===== src/hw/rtl/pfdb_pkg.sv =====
// Shared types, constants and helpers for the port frame deframer and batcher.
package pfdb_pkg;

   localparam int NUM_PORTS    = 8;
   localparam int RECORD_BYTES = 64;
   localparam int POS_W        = $clog2(RECORD_BYTES);
   localparam int PORT_W       = 3;
   localparam int CNT_W        = 4;

   localparam logic [7:0] HDR_BYTE0     = 8'h05;
   localparam logic [7:0] HDR_BYTE1     = 8'h64;
   localparam logic [7:0] HDR_NIB_MASK  = 8'hF0;
   localparam logic [7:0] HDR_NIB_VALUE = 8'hA0;
   localparam logic [7:0] PORT_CODE_LO  = 8'hE1;
   localparam logic [7:0] PORT_CODE_HI  = 8'hE8;

   // Header bytes skipped between the marker and the length byte.
   localparam logic [2:0] HDR_SKIP = 3'd4;

   localparam logic [CNT_W-1:0] RPB_RESET = 4'd15;

   // Register index (byte address / 4).
   localparam logic REG_RECORDS_PER_BATCH = 1'b0;

   typedef enum logic [2:0] {
      PH_HUNT    = 3'b001,
      PH_HEADER  = 3'b010,
      PH_PAYLOAD = 3'b100
   } phase_type;

   function automatic logic [PORT_W-1:0] port_of(input logic [7:0] b);
      logic [7:0] idx;
      idx = b - PORT_CODE_LO;
      if (b >= PORT_CODE_LO && b <= PORT_CODE_HI && idx < 8'(NUM_PORTS))
         return idx[PORT_W-1:0];
      return '0;
   endfunction

endpackage


===== src/hw/rtl/port_frame_deframer_batcher.sv =====
// Top level of the port frame deframer and record batcher.
//
// Usage:
//  - req_* channel: one received stream byte per transfer (req_in_byte).
//  - rsp_* channel: one record byte per transfer, with its port, pad flag,
//    record_end on the last byte of each record and batch_end on the last
//    byte of a record that closes a batch for its port.
//  - APB port (psel/penable/pwrite/paddr/pwdata/prdata/pready): register 0 at
//    address 0 is records_per_batch (4 bits, reset 15, 0 acts like 1).
//    pready is tied high; write it only while the block is idle.
// Timing:
//  - A byte sits in the input register and is then loaded into the result
//    register, from which a payload byte shows on rsp_*. Throughput is one
//    byte per cycle while rsp_* is not stalled and no padding runs.
//  - After the last payload byte the pad counter emits RECORD_BYTES - length
//    zero bytes, one per cycle unless stalled (a zero length byte emits the
//    first itself); the input register holds one more byte; req_ready is low.
//  - When rsp_valid is high and rsp_ready is low the result register holds,
//    the input register still takes one byte, then req_ready drops.
//  - Synchronous reset empties both registers, restarts the header hunt,
//    clears all per-port record counts and sets records_per_batch to 15.
module port_frame_deframer_batcher (
   input  logic                         clock,
   input  logic                         reset,
   // input stream
   input  logic                         req_valid,
   output logic                         req_ready,
   input  logic [7:0]                   req_in_byte,
   // record bytes
   output logic                         rsp_valid,
   input  logic                         rsp_ready,
   output logic [pfdb_pkg::PORT_W-1:0]  rsp_port,
   output logic [7:0]                   rsp_data_byte,
   output logic                         rsp_is_pad,
   output logic                         rsp_record_end,
   output logic                         rsp_batch_end,
   // configuration
   input  logic                         psel,
   input  logic                         penable,
   input  logic                         pwrite,
   input  logic [2:0]                   paddr,
   input  logic [31:0]                  pwdata,
   output logic [31:0]                  prdata,
   output logic                         pready
);

   localparam logic [pfdb_pkg::POS_W-1:0] LAST_POS =
      pfdb_pkg::POS_W'(pfdb_pkg::RECORD_BYTES - 1);

   // ---------------- configuration ----------------
   logic [pfdb_pkg::CNT_W-1:0] rpb_ff, rpb_in;
   logic                       csr_wr;
   logic                       csr_idx;

   assign pready  = 1'b1;
   assign csr_idx = paddr[2];
   assign csr_wr  = psel && penable && pwrite && pready;

   always_comb begin
      rpb_in = rpb_ff;
      if (csr_wr && csr_idx == pfdb_pkg::REG_RECORDS_PER_BATCH) begin
         rpb_in = pwdata[pfdb_pkg::CNT_W-1:0];
      end
   end

   always_comb begin
      prdata = '0;
      if (csr_idx == pfdb_pkg::REG_RECORDS_PER_BATCH) begin
         prdata = 32'(rpb_ff);
      end
   end

   // ---------------- state ----------------
   logic                        in_valid_ff, in_valid_in;
   logic [7:0]                  in_byte_ff;
   pfdb_pkg::phase_type         phase_ff, phase_in;
   logic [15:0]                 prev_ff, prev_in;
   logic [1:0]                  fill_ff, fill_in;
   logic [2:0]                  hdr_cnt_ff, hdr_cnt_in;
   logic [7:0]                  frame_len_ff, frame_len_in;
   logic [7:0]                  pay_cnt_ff, pay_cnt_in;
   logic [pfdb_pkg::PORT_W-1:0] cur_port_ff, cur_port_in;
   logic                        pad_active_ff, pad_active_in;
   logic [pfdb_pkg::POS_W-1:0]  pad_pos_ff, pad_pos_in;
   logic [pfdb_pkg::CNT_W-1:0]  rec_cnt_ff [2**pfdb_pkg::PORT_W];

   logic                        rsp_valid_ff, rsp_valid_in;
   logic [pfdb_pkg::PORT_W-1:0] rsp_port_ff;
   logic [7:0]                  rsp_data_ff;
   logic                        rsp_pad_ff, rsp_rend_ff, rsp_bend_ff;

   // ---------------- datapath ----------------
   logic                        advance;   // result register can load
   logic                        take;      // input byte consumed this cycle
   logic                        emit;
   logic [7:0]                  emit_data;
   logic                        emit_pad;
   logic [pfdb_pkg::POS_W-1:0]  emit_pos;
   logic [pfdb_pkg::PORT_W-1:0] emit_port;
   logic                        emit_rend;
   logic                        emit_bend;
   logic [pfdb_pkg::CNT_W:0]    cnt_next;
   logic [8:0]                  pay_next;
   logic [pfdb_pkg::PORT_W-1:0] port_sel;
   logic                        hdr_match;

   assign advance   = !rsp_valid_ff || rsp_ready;
   assign take      = advance && in_valid_ff && !pad_active_ff;
   assign req_ready = !in_valid_ff || take;

   assign hdr_match = prev_ff[15:8] == pfdb_pkg::HDR_BYTE0
                   && prev_ff[7:0] == pfdb_pkg::HDR_BYTE1
                   && (in_byte_ff & pfdb_pkg::HDR_NIB_MASK) == pfdb_pkg::HDR_NIB_VALUE;
   assign pay_next  = {1'b0, pay_cnt_ff} + 9'd1;
   assign port_sel  = (pay_cnt_ff == 8'd0) ? pfdb_pkg::port_of(in_byte_ff) : cur_port_ff;

   always_comb begin
      phase_in      = phase_ff;
      prev_in       = prev_ff;
      fill_in       = fill_ff;
      hdr_cnt_in    = hdr_cnt_ff;
      frame_len_in  = frame_len_ff;
      pay_cnt_in    = pay_cnt_ff;
      cur_port_in   = cur_port_ff;
      pad_active_in = pad_active_ff;
      pad_pos_in    = pad_pos_ff;
      emit          = 1'b0;
      emit_data     = '0;
      emit_pad      = 1'b0;
      emit_pos      = '0;
      emit_port     = cur_port_ff;

      if (advance && pad_active_ff) begin
         // padding burst: one zero byte per cycle while the result register can load
         emit       = 1'b1;
         emit_pad   = 1'b1;
         emit_pos   = pad_pos_ff;
         pad_pos_in = pad_pos_ff + pfdb_pkg::POS_W'(1);
         if (pad_pos_ff == LAST_POS) begin
            pad_active_in = 1'b0;
         end
      end else if (take) begin
         case (phase_ff)
            pfdb_pkg::PH_HUNT: begin
               if (fill_ff < 2'd2) begin
                  prev_in = {prev_ff[7:0], in_byte_ff};
                  fill_in = fill_ff + 2'd1;
               end else if (hdr_match) begin
                  phase_in   = pfdb_pkg::PH_HEADER;
                  hdr_cnt_in = '0;
                  fill_in    = '0;
                  prev_in    = '0;
               end else begin
                  prev_in = {prev_ff[7:0], in_byte_ff};
               end
            end
            pfdb_pkg::PH_HEADER: begin
               if (hdr_cnt_ff < pfdb_pkg::HDR_SKIP) begin
                  hdr_cnt_in = hdr_cnt_ff + 3'd1;
               end else begin
                  frame_len_in = in_byte_ff;
                  pay_cnt_in   = '0;
                  if (in_byte_ff == 8'd0) begin
                     // empty frame: whole record of padding on port 0
                     cur_port_in   = '0;
                     emit          = 1'b1;
                     emit_pad      = 1'b1;
                     emit_pos      = '0;
                     emit_port     = '0;
                     pad_active_in = 1'b1;
                     pad_pos_in    = pfdb_pkg::POS_W'(1);
                     phase_in      = pfdb_pkg::PH_HUNT;
                     fill_in       = '0;
                     prev_in       = '0;
                     hdr_cnt_in    = '0;
                  end else begin
                     phase_in = pfdb_pkg::PH_PAYLOAD;
                  end
               end
            end
            pfdb_pkg::PH_PAYLOAD: begin
               cur_port_in = port_sel;
               emit_port   = port_sel;
               if ({1'b0, pay_cnt_ff} < 9'(pfdb_pkg::RECORD_BYTES)) begin
                  emit      = 1'b1;
                  emit_data = in_byte_ff;
                  emit_pos  = pay_cnt_ff[pfdb_pkg::POS_W-1:0];
               end
               pay_cnt_in = pay_next[7:0];
               if (pay_next >= {1'b0, frame_len_ff}) begin
                  // end of frame: a short frame pads the rest of the record
                  if ({1'b0, frame_len_ff} < 9'(pfdb_pkg::RECORD_BYTES)) begin
                     pad_active_in = 1'b1;
                     pad_pos_in    = frame_len_ff[pfdb_pkg::POS_W-1:0];
                  end
                  phase_in   = pfdb_pkg::PH_HUNT;
                  fill_in    = '0;
                  prev_in    = '0;
                  hdr_cnt_in = '0;
                  pay_cnt_in = '0;
               end
            end
            default: begin
               phase_in   = pfdb_pkg::PH_HUNT;
               fill_in    = '0;
               prev_in    = '0;
               hdr_cnt_in = '0;
               pay_cnt_in = '0;
            end
         endcase
      end
   end

   // per-port record count, updated on the last byte of each record
   assign emit_rend = emit && emit_pos == LAST_POS;
   assign cnt_next  = {1'b0, rec_cnt_ff[emit_port]} + 5'd1;
   assign emit_bend = emit_rend && cnt_next >= {1'b0, rpb_ff};

   assign rsp_valid_in = advance ? emit : rsp_valid_ff;

   always_comb begin
      in_valid_in = in_valid_ff;
      if (req_valid && req_ready) begin
         in_valid_in = 1'b1;
      end else if (take) begin
         in_valid_in = 1'b0;
      end
   end

   always_ff @(posedge clock) begin
      if (reset) begin
         rpb_ff        <= pfdb_pkg::RPB_RESET;
         in_valid_ff   <= 1'b0;
         phase_ff      <= pfdb_pkg::PH_HUNT;
         prev_ff       <= '0;
         fill_ff       <= '0;
         hdr_cnt_ff    <= '0;
         frame_len_ff  <= '0;
         pay_cnt_ff    <= '0;
         cur_port_ff   <= '0;
         pad_active_ff <= 1'b0;
         pad_pos_ff    <= '0;
         rsp_valid_ff  <= 1'b0;
         for (int i = 0; i < 2**pfdb_pkg::PORT_W; i++) begin
            rec_cnt_ff[i] <= '0;
         end
      end else begin
         rpb_ff        <= rpb_in;
         in_valid_ff   <= in_valid_in;
         phase_ff      <= phase_in;
         prev_ff       <= prev_in;
         fill_ff       <= fill_in;
         hdr_cnt_ff    <= hdr_cnt_in;
         frame_len_ff  <= frame_len_in;
         pay_cnt_ff    <= pay_cnt_in;
         cur_port_ff   <= cur_port_in;
         pad_active_ff <= pad_active_in;
         pad_pos_ff    <= pad_pos_in;
         rsp_valid_ff  <= rsp_valid_in;
         if (emit_rend) begin
            rec_cnt_ff[emit_port] <= emit_bend ? '0 : cnt_next[pfdb_pkg::CNT_W-1:0];
         end
      end
   end

   // payload registers
   always_ff @(posedge clock) begin
      if (req_valid && req_ready) begin
         in_byte_ff <= req_in_byte;
      end
      if (advance && emit) begin
         rsp_port_ff <= emit_port;
         rsp_data_ff <= emit_data;
         rsp_pad_ff  <= emit_pad;
         rsp_rend_ff <= emit_rend;
         rsp_bend_ff <= emit_bend;
      end
   end

   assign rsp_valid      = rsp_valid_ff;
   assign rsp_port       = rsp_port_ff;
   assign rsp_data_byte  = rsp_data_ff;
   assign rsp_is_pad     = rsp_pad_ff;
   assign rsp_record_end = rsp_rend_ff;
   assign rsp_batch_end  = rsp_bend_ff;

   // ---------------- assertions ----------------
   a_batch_on_record_end: assert property (@(posedge clock) disable iff (reset)
      rsp_valid && rsp_batch_end |-> rsp_record_end)
      else $error("batch_end without record_end");

   a_pad_is_zero: assert property (@(posedge clock) disable iff (reset)
      rsp_valid && rsp_is_pad |-> rsp_data_byte == 8'd0)
      else $error("padding byte not zero");

   a_pad_while_hunting: assert property (@(posedge clock) disable iff (reset)
      pad_active_ff |-> phase_ff == pfdb_pkg::PH_HUNT && fill_ff == 2'd0)
      else $error("padding burst overlaps frame parsing");

   a_pad_burst_runs: assert property (@(posedge clock) disable iff (reset)
      pad_active_ff && advance && pad_pos_ff != LAST_POS |=> pad_active_ff)
      else $error("padding burst ended early");

endmodule


===== config.mk =====
export PLATFORM = sky130hd
export DESIGN_NAME = port_frame_deframer_batcher
export DESIGN_NICKNAME = d
export VERILOG_FILES = /design/src/hw/rtl/pfdb_pkg.sv /design/src/hw/rtl/port_frame_deframer_batcher.sv
export SDC_FILE = /design/constraint.sdc
export NUM_CORES = 1
export LEC_CHECK = 0
export CAP_MARGIN = 5
export CORE_MARGIN = 5
export CORE_UTILIZATION = 30
export DETAILED_ROUTE_END_ITERATION = 16
export DONT_BUFFER_PORTS = 1
export PLACE_DENSITY = 0.5
export SYNTH_ARGS = -nofsm -noshare
export SYNTH_HDL_FRONTEND = slang
export SYNTH_SLANG_ARGS = --single-unit

===== constraint.sdc =====
create_clock -name clock -period 5.4 [get_ports clock]
set_clock_uncertainty 0.15 [all_clocks]
set_input_delay 1.35 -clock clock [delete_from_list [all_inputs] [get_ports clock]]
set_output_delay 1.35 -clock clock [all_outputs]
set_load 0.02 [all_outputs]

==> flow_metrics.env <==
export IMPL_first_global_vias=4385
export IMPL_synth_area_sq_mm=0.00598
export IMPL_drt_initial_drc_count=264
export IMPL_insertion_delay_ps=360
export IMPL_utilization_pct=33.9
export IMPL_finalNetCount=684
export IMPL_ant_nets=0
export IMPL_ys_seq_area_share_pct=45.9
export IMPL_hold_viol_final=0
export IMPL_synth_cell_types=72
export IMPL_place_ws_ps=-194
export IMPL_grt_pass1_wl_um=23700
export IMPL_hp_class="flop to flop"
export IMPL_clock_sinks=110
export IMPL_wirelength_um=14800
export IMPL_vias=4435
export IMPL_p_leak_nw=2.35
export IMPL_clk_pin_slew_ps=80
export IMPL_fill_cells=2046
export IMPL_die_x_um=151
export IMPL_finalSetupViolCount=0
export IMPL_multi_input_area_sq_mm=0.00285
export IMPL_fp_coreArea_sq_mm=0.0195
export IMPL_area_growth_pct=10.7
export IMPL_syn_avg_cell_area_sq_um=9.81
export IMPL_dp_hpwl_um=10600
export IMPL_synth_area_top_cells="edfxtp_1, dfxtp_1, mux2i_1"
export IMPL_pwr_density_cell_mw_per_mm2=267
export IMPL_fmax_mhz=204
export IMPL_fin_area_sq_mm=0.00662
export IMPL_ios=99
export IMPL_outcome="complete, no violations"
export IMPL_detail_route_vias_per_cell=5.01
export IMPL_io_buffers=0
export IMPL_ys_flop_type="dfxtp_1"
export IMPL_cap_violations=0
export IMPL_cts_setup_buffers=0
export IMPL_start_util_pct=30.6
export IMPL_grt_max_degree=67
export IMPL_synth_seq_cells=110
export IMPL_cts_root_buffer_cell="clkbuf_16"
export IMPL_cts_tree="built"
export IMPL_dpl_cell_area_sq_mm=0.00628
export IMPL_drive_gt1_share_pct=11.1
export IMPL_synth_cells=609
export IMPL_die_y_um=151
export IMPL_drc=0
export IMPL_ir_drop_mv=0.166
export IMPL_rsz0062_at_grt="false"
export IMPL_grt_overflow_total=0
export IMPL_place_congestion=0.795
export IMPL_worst_slew_pin_slew_ps=1040
export IMPL_row_count=51
export IMPL_die_area_sq_mm=0.0228
export IMPL_antenna_found_initial=0
export IMPL_crit_arrival_ps=4830
export IMPL_detail_route_wl_per_cell_um=16.8
export IMPL_synth_area_leader_cell="edfxtp_1"
export IMPL_total_power_w=0.00177
export IMPL_fin_ws_ps=499
export IMPL_slew_limit_headroom_pct=30.3
export IMPL_htree_levels=3
export IMPL_synth_top_area_share_pct=27.1
export IMPL_finalMaxSlewViolations=0
export IMPL_cp_required_ps=5330
export IMPL_antenna_cells=0
export IMPL_crit_fanout=16
export IMPL_synth_async_reset_ratio_pct=0
export IMPL_synth_warnings=0
export IMPL_final_cell_mix="nor2_1, dfxtp_1, edfxtp_1, a21oi_1"
export IMPL_cts_buffers=9
export IMPL_min_period_ps=4900
export IMPL_end_kind="flop"
export IMPL_final_common_cell="nor2_1"
export IMPL_crit_type="primary input to flop"
export IMPL_worstSetupStartpointType="primary input"
export IMPL_synth_edf_count=54
export IMPL_finalCritPeriodShare_pct=90.8
export IMPL_clockBufferDepth=2
export IMPL_ff_latch_area_sq_mm=0.00274
export IMPL_first_pass_iters=5
export IMPL_track_usage_pct=13.3
-- report_power, final --
group / internal, W / switching (W) / total (W)
clock: 0.000417 / 0.000330 / 0.000747
sequential: 0.000895 / 0.0000136 / 0.000909
combinational: 0.0000366 / 0.0000737 / 0.000110
total: 0.00135 / 0.000418 / 0.00177
-- metal layers --
layer	wire (um)	GRT usage, %	up-vias
li1	-	-	2171
met1	6720	17.0	2167
met2	7400	23.1	88
met3	546	2.27	9
met4	173	4.03	0
met5	0	0	-
-- sequential cells by signal (all words and copies together) (netlist names) --
signal and flops:
in_valid_ff 1, frame_len_ff 8, cur_port_ff 3, rpb_ff 4, pad_active_ff 1, in_byte_ff 8
rsp_is_pad 1, pay_cnt_ff 8, pad_pos_ff 6, rsp_batch_end 1, rsp_valid 1, fill_ff 2
prev_ff 16, rsp_record_end 1, hdr_cnt_ff 3, rec_cnt_ff 32, rsp_port 3, rsp_data_byte 8
phase_ff 3
-- cell usage after synthesis, types with 9 or more instances --
| cell | n |
|---|---|
| nand2_1 | 19 |
| inv_1 | 27 |
| nand2b_1 | 15 |
| ha_1 | 19 |
| nand4_1 | 23 |
| a21oi_1 | 45 |
| nand3_1 | 24 |
| nor2_1 | 64 |
| o21ai_0 | 30 |
| mux2i_1 | 24 |
| edfxtp_1 | 54 |
| nor3_1 | 17 |
| clkbuf_1 | 23 |
| buf_4 | 31 |
| nor2b_1 | 10 |
| a211oi_1 | 9 |
| and2_1 | 10 |
| dfxtp_1 | 56 |
-- area by class of cell --
type	instances	share of cell area, %
repair buffers	30	3.78
multi-input cells	434	43.0
flip-flops and latches	110	41.5
clock inverters	6	1.59
clock buffers	10	3.46
inverters	30	1.70
well taps	265	5.01
-- timing repair --
item	CTS	global route
resized for setup	0	1
hold buffers	0	0
setup endpoints to repair	0	16
-- worst paths after layout --
kind / start / to / slack (ps) / cells past startpoint
setup / recovery: rsp_ready / rec_cnt_ff[5][3] / 500 / 18
hold / removal: rpb_ff[3] / rpb_ff[3] / 320 / 1
setup reg to reg: in_byte_ff[1] / rec_cnt_ff[5][3] / 600 / 20
hold reg to reg: rpb_ff[3] / rpb_ff[3] / 320 / 1
-- cells by family after synthesis --
group	Yosys count	share of synthesized area [%]
other	2	0.126
AND/OR/NAND/NOR	214	19.7
adder cells (fa/ha/maj)	19	3.98
AO/OA/AOI/OAI	134	15.5
multiplexers	28	5.05
XOR/XNOR	10	1.59
buffers and inverters	92	8.23
flip-flops	110	45.9
-- critical path, cell delays in order --
cell	delay, ps
nand2b_1	250
and3_1	270
o2111ai_4	160
o2bb2ai_4	240
buf_12	150
mux2i_1	220
mux2i_1	120
mux2i_1	160
buf_4	160
inv_1	60
ha_1	230
xnor2_2	190
inv_1	60
ha_1	270
a21o_1	100
a21oi_1	90
nor2_2	590
a211oi_1	130
-- per-stage QoR --
step           setup TNS [ps]  cells  hold WS [ps]
6_report                    0    885           323
3_3_place_gp            -1310    869           297
2_1_floorplan               0    636           285
3_5_place_dp            -2330    869           304
5_1_grt                     0    885           338
4_1_cts                     0    885           322
(Power assumes the default switching activity.)
